<file path="config.mk">
export PLATFORM = sky130hd
export DESIGN_NAME = pps_splat
export DESIGN_NICKNAME = d
export VERILOG_FILES = /design/src/pps_pkg.sv /design/src/pps_splat.sv
export SDC_FILE = /design/constraint.sdc
export NUM_CORES = 1
export LEC_CHECK = 0
export BUFFER_PORTS_ARGS = -buffer_cell sky130_fd_sc_hd__clkbuf_2
export CORE_ASPECT_RATIO = 1.75
export CORE_MARGIN = 5
export CORE_UTILIZATION = 55
export CTS_CLUSTER_DIAMETER = 50
export CTS_CLUSTER_SIZE = 30
export DETAILED_ROUTE_END_ITERATION = 8
export HOLD_SLACK_MARGIN = 0.15
export PLACE_DENSITY = 0.83
export SYNTH_ARGS = -nofsm -noshare
export SYNTH_HDL_FRONTEND = slang
export SYNTH_SLANG_ARGS = --single-unit
</file>
<file path="constraint.sdc">
create_clock -name clk_i -period 9.1 [get_ports clk_i]
set_input_delay 0.455 -clock clk_i [delete_from_list [all_inputs] [get_ports clk_i]]
set_output_delay 0.455 -clock clk_i [all_outputs]
set_load 0.03 [all_outputs]
</file>
<file path="src/pps_pkg.sv">
// Shared types, widths and constants of the point projection and splat block.
// No dependencies; every other file refers to it by scoped names.
`timescale 1ns / 1ps

package pps_pkg;

  // Field widths
  localparam int COEF_W     = 16;
  localparam int PT_W       = 32;
  localparam int CH_W       = 8;
  localparam int PROD_W     = 48;
  localparam int ACC_W      = 50;
  localparam int DIM_W      = 13;
  localparam int NUM_W      = 64;
  localparam int MAG_W      = 63;
  localparam int DEN_W      = 50;
  localparam int Q_W        = 13;
  localparam int CX_W       = Q_W + 1;
  localparam int POS_W      = 12;
  localparam int IDX_W      = 24;
  localparam int SW         = 16;
  localparam int ONE_SHIFT  = 16;
  localparam int CFG_IDX_W  = 3;
  localparam int CFG_DATA_W = 64;
  localparam int IN_DATA_W  = 120;
  localparam int OUT_DATA_W = 72;

  // Parameter defaults
  localparam int MAX_DIM_DEF      = 4096;
  localparam int SPLAT_RADIUS_DEF = 2;

  // Register reset values
  localparam logic [CFG_DATA_W-1:0] ROW0_RST = 64'h0000_0000_0000_1000;
  localparam logic [CFG_DATA_W-1:0] ROW1_RST = 64'h0000_0000_1000_0000;
  localparam logic [CFG_DATA_W-1:0] ROW2_RST = 64'h0000_1000_0000_0000;
  localparam logic [CFG_DATA_W-1:0] ROW3_RST = 64'h1000_0000_0000_0000;
  localparam logic [DIM_W-1:0]      WIDTH_RST  = 13'd640;
  localparam logic [DIM_W-1:0]      HEIGHT_RST = 13'd480;

  typedef enum logic [CFG_IDX_W-1:0] {
    REG_ROW0   = 3'd0,
    REG_ROW1   = 3'd1,
    REG_ROW2   = 3'd2,
    REG_ROW3   = 3'd3,
    REG_WIDTH  = 3'd4,
    REG_HEIGHT = 3'd5
  } cfg_reg_e;

  typedef struct packed {
    logic [CH_W-1:0] red;
    logic [CH_W-1:0] green;
    logic [CH_W-1:0] blue;
  } color_t;

  typedef logic [3:0][CFG_DATA_W-1:0] matrix_t;

  // One divider stage word, x and y side by side
  typedef struct packed {
    logic             skip;
    logic             neg_x;
    logic             neg_y;
    logic [MAG_W-1:0] rem_x;
    logic [MAG_W-1:0] rem_y;
    logic [DEN_W-1:0] den;
    logic [Q_W-1:0]   q_x;
    logic [Q_W-1:0]   q_y;
    color_t           color;
  } div_t;

  // Pick one signed Q4.12 coefficient from a packed matrix row
  function automatic logic signed [COEF_W-1:0] coef(input logic [CFG_DATA_W-1:0] row,
                                                    input logic [1:0] col);
    coef = $signed(row[col*COEF_W +: COEF_W]);
  endfunction

endpackage

</file>
<file path="src/pps_splat.sv">
// Frame clipping of the splat square and the pixel sequencer with its
// output register. Depends on pps_pkg.
`timescale 1ns / 1ps

module pps_splat #(
  parameter int SPLAT_RADIUS = pps_pkg::SPLAT_RADIUS_DEF
) (
  input  logic                                 clk_i,
  input  logic                                 rst_ni,
  output logic                                 adv_o,
  input  logic                                 valid_i,
  input  logic                                 skip_i,
  input  logic signed [pps_pkg::CX_W-1:0]      cx_i,
  input  logic signed [pps_pkg::CX_W-1:0]      cy_i,
  input  pps_pkg::color_t                      color_i,
  input  logic [pps_pkg::DIM_W-1:0]            width_i,
  input  logic [pps_pkg::DIM_W-1:0]            height_i,
  output logic                                 m_valid_o,
  input  logic                                 m_ready_i,
  output logic [pps_pkg::POS_W-1:0]            col_o,
  output logic [pps_pkg::POS_W-1:0]            row_o,
  output logic [pps_pkg::IDX_W-1:0]            idx_o,
  output pps_pkg::color_t                      color_o,
  output logic                                 last_o
);

  localparam int SW    = pps_pkg::SW;
  localparam int PW    = pps_pkg::POS_W;
  localparam int OFF_W = $clog2(SPLAT_RADIUS + 1) + 1;
  localparam int MW    = pps_pkg::POS_W + pps_pkg::DIM_W;
  localparam logic signed [SW-1:0] RAD = SW'(SPLAT_RADIUS);

  logic signed [SW-1:0] hw_s, hh_s, cxs, cys;
  logic signed [SW-1:0] xlo, xhi, ylo, yhi;
  logic                 empty_d;

  // Clip register
  logic                    clip_v_q, clip_empty_q;
  logic signed [OFF_W-1:0] clip_ilo_q, clip_ihi_q, clip_jlo_q, clip_jhi_q;
  logic signed [SW-1:0]    clip_colb_q, clip_rowb_q;
  pps_pkg::color_t         clip_c_q;

  // Sequencer
  logic                    busy_q;
  logic signed [OFF_W-1:0] i_q, j_q, jlo_q, ihi_q, jhi_q;
  logic signed [SW-1:0]    colb_q, rowb_q;
  pps_pkg::color_t         cur_c_q;

  // Output register
  logic                    out_v_q, out_last_q;
  logic [PW-1:0]           out_col_q, out_row_q;
  logic [pps_pkg::IDX_W-1:0] out_idx_q;
  pps_pkg::color_t         out_c_q;

  logic          out_load, emit, last_now, gen_free, take;
  logic [PW-1:0] col_d, row_d;
  logic [MW-1:0] idx_full;

  // Intersect the splat square with the centered frame
  always_comb begin
    hw_s = SW'($signed({1'b0, width_i[pps_pkg::DIM_W-1:1]}));
    hh_s = SW'($signed({1'b0, height_i[pps_pkg::DIM_W-1:1]}));
    cxs  = SW'(cx_i);
    cys  = SW'(cy_i);
    xlo  = -hw_s - cxs;
    xhi  = hw_s - SW'(1) - cxs;
    ylo  = -hh_s - cys;
    yhi  = hh_s - SW'(1) - cys;
    if (xlo < -RAD) xlo = -RAD;
    if (xhi > RAD)  xhi = RAD;
    if (ylo < -RAD) ylo = -RAD;
    if (yhi > RAD)  yhi = RAD;
    empty_d = skip_i || (xlo > xhi) || (ylo > yhi);
  end

  // Handshake between clip register, sequencer and output register
  always_comb begin
    out_load = !out_v_q || m_ready_i;
    emit     = busy_q && out_load;
    last_now = (i_q == ihi_q) && (j_q == jhi_q);
    gen_free = !busy_q || (emit && last_now);
    take     = clip_v_q && (clip_empty_q || gen_free);
    adv_o    = !clip_v_q || take;
  end

  // Pixel coordinates of the current offset
  always_comb begin
    col_d    = PW'(colb_q + SW'(i_q));
    row_d    = PW'(rowb_q - SW'(j_q));
    idx_full = MW'(col_d) + MW'(row_d) * MW'(width_i);
  end

  // Control state
  always_ff @(posedge clk_i or negedge rst_ni) begin
    if (!rst_ni) begin
      clip_v_q <= 1'b0;
      busy_q   <= 1'b0;
      out_v_q  <= 1'b0;
    end else begin
      if (adv_o) clip_v_q <= valid_i;
      if (take && !clip_empty_q) busy_q <= 1'b1;
      else if (emit && last_now) busy_q <= 1'b0;
      if (out_load) out_v_q <= busy_q;
    end
  end

  // Payload
  always_ff @(posedge clk_i) begin
    if (adv_o) begin
      clip_empty_q <= empty_d;
      clip_ilo_q   <= OFF_W'(xlo);
      clip_ihi_q   <= OFF_W'(xhi);
      clip_jlo_q   <= OFF_W'(ylo);
      clip_jhi_q   <= OFF_W'(yhi);
      clip_colb_q  <= cxs + hw_s;
      clip_rowb_q  <= hh_s - cys - SW'(1);
      clip_c_q     <= color_i;
    end
    // load a new point or step through the square, y innermost
    if (take && !clip_empty_q) begin
      i_q     <= clip_ilo_q;
      j_q     <= clip_jlo_q;
      jlo_q   <= clip_jlo_q;
      ihi_q   <= clip_ihi_q;
      jhi_q   <= clip_jhi_q;
      colb_q  <= clip_colb_q;
      rowb_q  <= clip_rowb_q;
      cur_c_q <= clip_c_q;
    end else if (emit && !last_now) begin
      if (j_q == jhi_q) begin
        j_q <= jlo_q;
        i_q <= i_q + OFF_W'(1);
      end else begin
        j_q <= j_q + OFF_W'(1);
      end
    end
    if (emit) begin
      out_col_q  <= col_d;
      out_row_q  <= row_d;
      out_idx_q  <= idx_full[pps_pkg::IDX_W-1:0];
      out_c_q    <= cur_c_q;
      out_last_q <= last_now;
    end
  end

  assign m_valid_o = out_v_q;
  assign col_o     = out_col_q;
  assign row_o     = out_row_q;
  assign idx_o     = out_idx_q;
  assign color_o   = out_c_q;
  assign last_o    = out_last_q;

endmodule

</file>
==> impl_metrics.toml <==
[logic_synthesis]
synthMuxAreaShare_pct = 0.176
synthAdderAreaFrac_pct = 30.2
yosys_register_bits = 200
ys_warn_count = 0
synth_edf_count = 197
postSynth.asyncResetShare_pct = 1.50
synth_seq_area_share_pct = 33.7
synth_nets = 2186
syn_area_um2 = 17800
synth.distinct_cells = 60
netlist_instances = 1750
yosys.area_share.simple_pct = 14.4
avgSynthCellArea_um2 = 10.2
synth_top_family_by_area = "adder cells"
synth_compound_area_share_pct = 9.19
synthFlopType = "edfxtp_1"
synth_xor_area_share_pct = 5.96

[worst_setup_path]
worstPathArrival_ns = 8.48
end_kind = "flop"
critPathKind = "reg2reg"
cp-start-kind = "flop"
slowest_stage = "fa_1"
required_ns = 9.30
max_stage_delay_ns = 0.55
crit_fanout = 9
crit_start = "j_q[2]"
r2r_start = "j_q[2]"

[clock_network]
clockBufferDepth = 2
cts-buffers-inserted = 17
worstSkewPairLatency_ns = 0.45
ctsResizeCount = 0
cts-root-buf = "clkbuf_16"
clock-sinks = 200
ctsHtreeMaxLevel = 4
cts_tree = "built"
path_clk_slew_ns = 0.08

[die]
die-area_um2 = 36200
io_pins = 158
start_util_pct = 55.4
num_rows = 87
fp.dieH_um = 248
die_x_um = 146
core_area_um2 = 32100

[placement]
io_buffers = 156
dp_hpwl_mm = 33.1
gp_congestion = 0.943

[timing]
setup_viol = 0
worst_pin_slew_ns = 0.975
setup_tns_ns = 0
max-slew-margin-rel_pct = 35.0
slew_viol_final = 0
fin_skew_ns = 0.0144
period_share_pct = 91.0
fmax_mhz = 121
fin_crit_ns = 8.28
rsz0062_at_grt = "no"
final_hold_viol_count = 0

[final_layout]
fin_nets = 2341
drive_gt1_share_pct = 12.6
area_growth_syn_to_layout_pct = 10.6
diodes = 0

[grt]
track_usage_pct = 22.9
grt_max_degree = 74
antenna_found_initial = 0
grt_pass1_vias = 14200
grt_pass1_wl_mm = 66.9
grt_overflow = 0

[worst_hold_path]
hp-class = "in2reg"
hold_start = "color_i[11]"

[run]
cap_violations = 0

[drt]
drc_errors = 0
wl_per_cell_um = 17.7
drtAntennaViolNets = 0
viasPerCell = 5.68
wl_mm = 40.9
vias = 13200
drt_iter0_drc = 741
first_pass_iters = 5

[run_status]
status = "completed"
[final timing paths]
check | endpoint | slack, ns | cells past startpoint
worst max register to register | idx_o[23] | 0.82 | 29
min in group asynchronous | clip_v_q | 0.35 | 2
max in group asynchronous | busy_q | 8.64 | 2
worst max-delay path | idx_o[23] | 0.82 | 29
worst min register to register | colb_q[9] | 0.42 | 0
worst min-delay path | clip_c_q[11] | 0.18 | 1
[cell type report]
type                            count  area [um^2]
Tap cell                          400          500
Multi-Input combinational cell   1247        10700
Clock buffer                       17          425
Fill cell                        2499        12400
Timing Repair Buffer              170          888
Clock inverter                     15          194
Inverter                          269         1010
Sequential cell                   200         5990
[layer usage]
layer  up-vias  GRT usage (%)  part of all wire (%)
met2       393           45.3                    57
li1       6224              -                     -
met3       153           3.31                   4.3
met5         -              0                     0
met1      6396           22.3                    34
met4         0           13.6                   5.6
[flip-flops by register name, indices dropped and copies added (netlist names), 12 cells and up]
signal / cells
col_o: 12
clip_rowb_q: 12
rowb_q: 12
clip_c_q: 24
row_o: 12
color_o: 24
colb_q: 12
cur_c_q: 24
clip_colb_q: 12
idx_o: 24
[cells in the mapped netlist, drive strengths merged, types with 3 or more instances]
library cell | n | area share, %
nor3b | 7 | 0.30
or3 | 5 | 0.18
nand4 | 13 | 0.46
or2 | 29 | 1.0
nand2b | 23 | 0.81
o21ai | 48 | 1.4
a21oi | 73 | 2.1
fa | 128 | 14
nand2 | 180 | 3.8
a311o | 3 | 0.17
ha | 225 | 16
a21boi | 5 | 0.21
or4 | 5 | 0.23
o211ai | 7 | 0.30
o21a | 11 | 0.46
a31o | 3 | 0.15
and2 | 63 | 2.2
clkbuf | 34 | 0.72
a21o | 27 | 1.1
xor2 | 24 | 1.2
a41oi | 3 | 0.15
o21bai | 20 | 0.84
and4 | 4 | 0.20
nand3 | 26 | 0.73
a31oi | 11 | 0.39
o31ai | 3 | 0.13
dfrtp | 3 | 0.42
nor3 | 36 | 1.0
nor2b | 15 | 0.57
a211o | 3 | 0.15
nor2 | 83 | 1.8
nor4 | 14 | 0.49
xnor2 | 97 | 4.8
and3 | 9 | 0.32
edfxtp | 197 | 33
o2111ai | 7 | 0.34
inv | 269 | 5.7
a211oi | 11 | 0.46
[critical path, delay by kind of cell, from the launching register on]
family	cells	cell delay (ns)
simple gates	4	0.92
xor+xnor	1	0.15
mux	1	0.23
fa+ha+maj	7	3.18
buf+inv	5	0.51
flops	1	0.48
compound gates	11	2.56
[what timing repair did]
action | in CTS | in global routing
hold endpoints to repair | 3 | 0
hold buffers | 1 | 0
buffers inserted | 0 | 0
[logic make-up (layout without fill, tap and decap cells)]
group	after synthesis	count (layout)
flip-flops	200	200
AO/OA/AOI/OAI	252	252
XOR/XNOR	121	121
multiplexers	3	3
adder cells (fa/ha/maj)	353	353
buffers and inverters	303	471
AND/OR/NAND/NOR	518	518
[cell usage in the layout, fill, tap and decap left out, types with 4 or more instances in the layout]
| master | netlist | layout |
|---|---|---|
| a211oi_1 | 11 | 11 |
| a31oi_1 | 11 | 11 |
| and2_1 | 63 | 62 |
| o21a_1 | 11 | 11 |
| buf_4 | 0 | 13 |
| a21oi_1 | 73 | 73 |
| inv_1 | 269 | 268 |
| o21ai_0 | 46 | 46 |
| clkinv_8 | 0 | 5 |
| nor3_1 | 36 | 36 |
| xor2_1 | 24 | 24 |
| o2111ai_1 | 7 | 7 |
| or4_1 | 4 | 4 |
| a21o_1 | 27 | 27 |
| and3_1 | 9 | 9 |
| and4_1 | 4 | 4 |
| a21boi_0 | 5 | 5 |
| or2_2 | 29 | 29 |
| nand3_1 | 26 | 26 |
| nor2b_1 | 14 | 14 |
| nor3b_1 | 7 | 7 |
| clkbuf_16 | 0 | 17 |
| nor4_1 | 14 | 14 |
| nand2b_1 | 23 | 23 |
| o21bai_1 | 20 | 20 |
| nand2_1 | 180 | 180 |
| clkbuf_2 | 0 | 156 |
| nand4_1 | 13 | 13 |
| ha_1 | 225 | 225 |
| fa_1 | 128 | 128 |
| xnor2_1 | 97 | 97 |
| edfxtp_1 | 197 | 197 |
| nor2_1 | 83 | 83 |
| o211ai_1 | 7 | 7 |
| or3_1 | 5 | 5 |
[metrics by stage]
stage | hold slack [ns] | std cells | instance area [um^2] | utilization [%] | worst slack, ns
CTS | 0.159 | 2318 | 19700 | 61.3 | 0.907
global placement | 0.254 | 2285 | 19000 | 59.3 | 1.05
detailed placement | 0.257 | 2285 | 19000 | 59.3 | 0.927
global route | 0.155 | 2318 | 19700 | 61.3 | 0.518
floorplan | 0.159 | 1750 | 17800 | - | 1.92
finish | 0.180 | 2318 | 19700 | 61.3 | 0.818
Power is left out: the tool's default activity adds up to more than one toggle a clock period on the data nets, which glitch-free logic cannot reach.
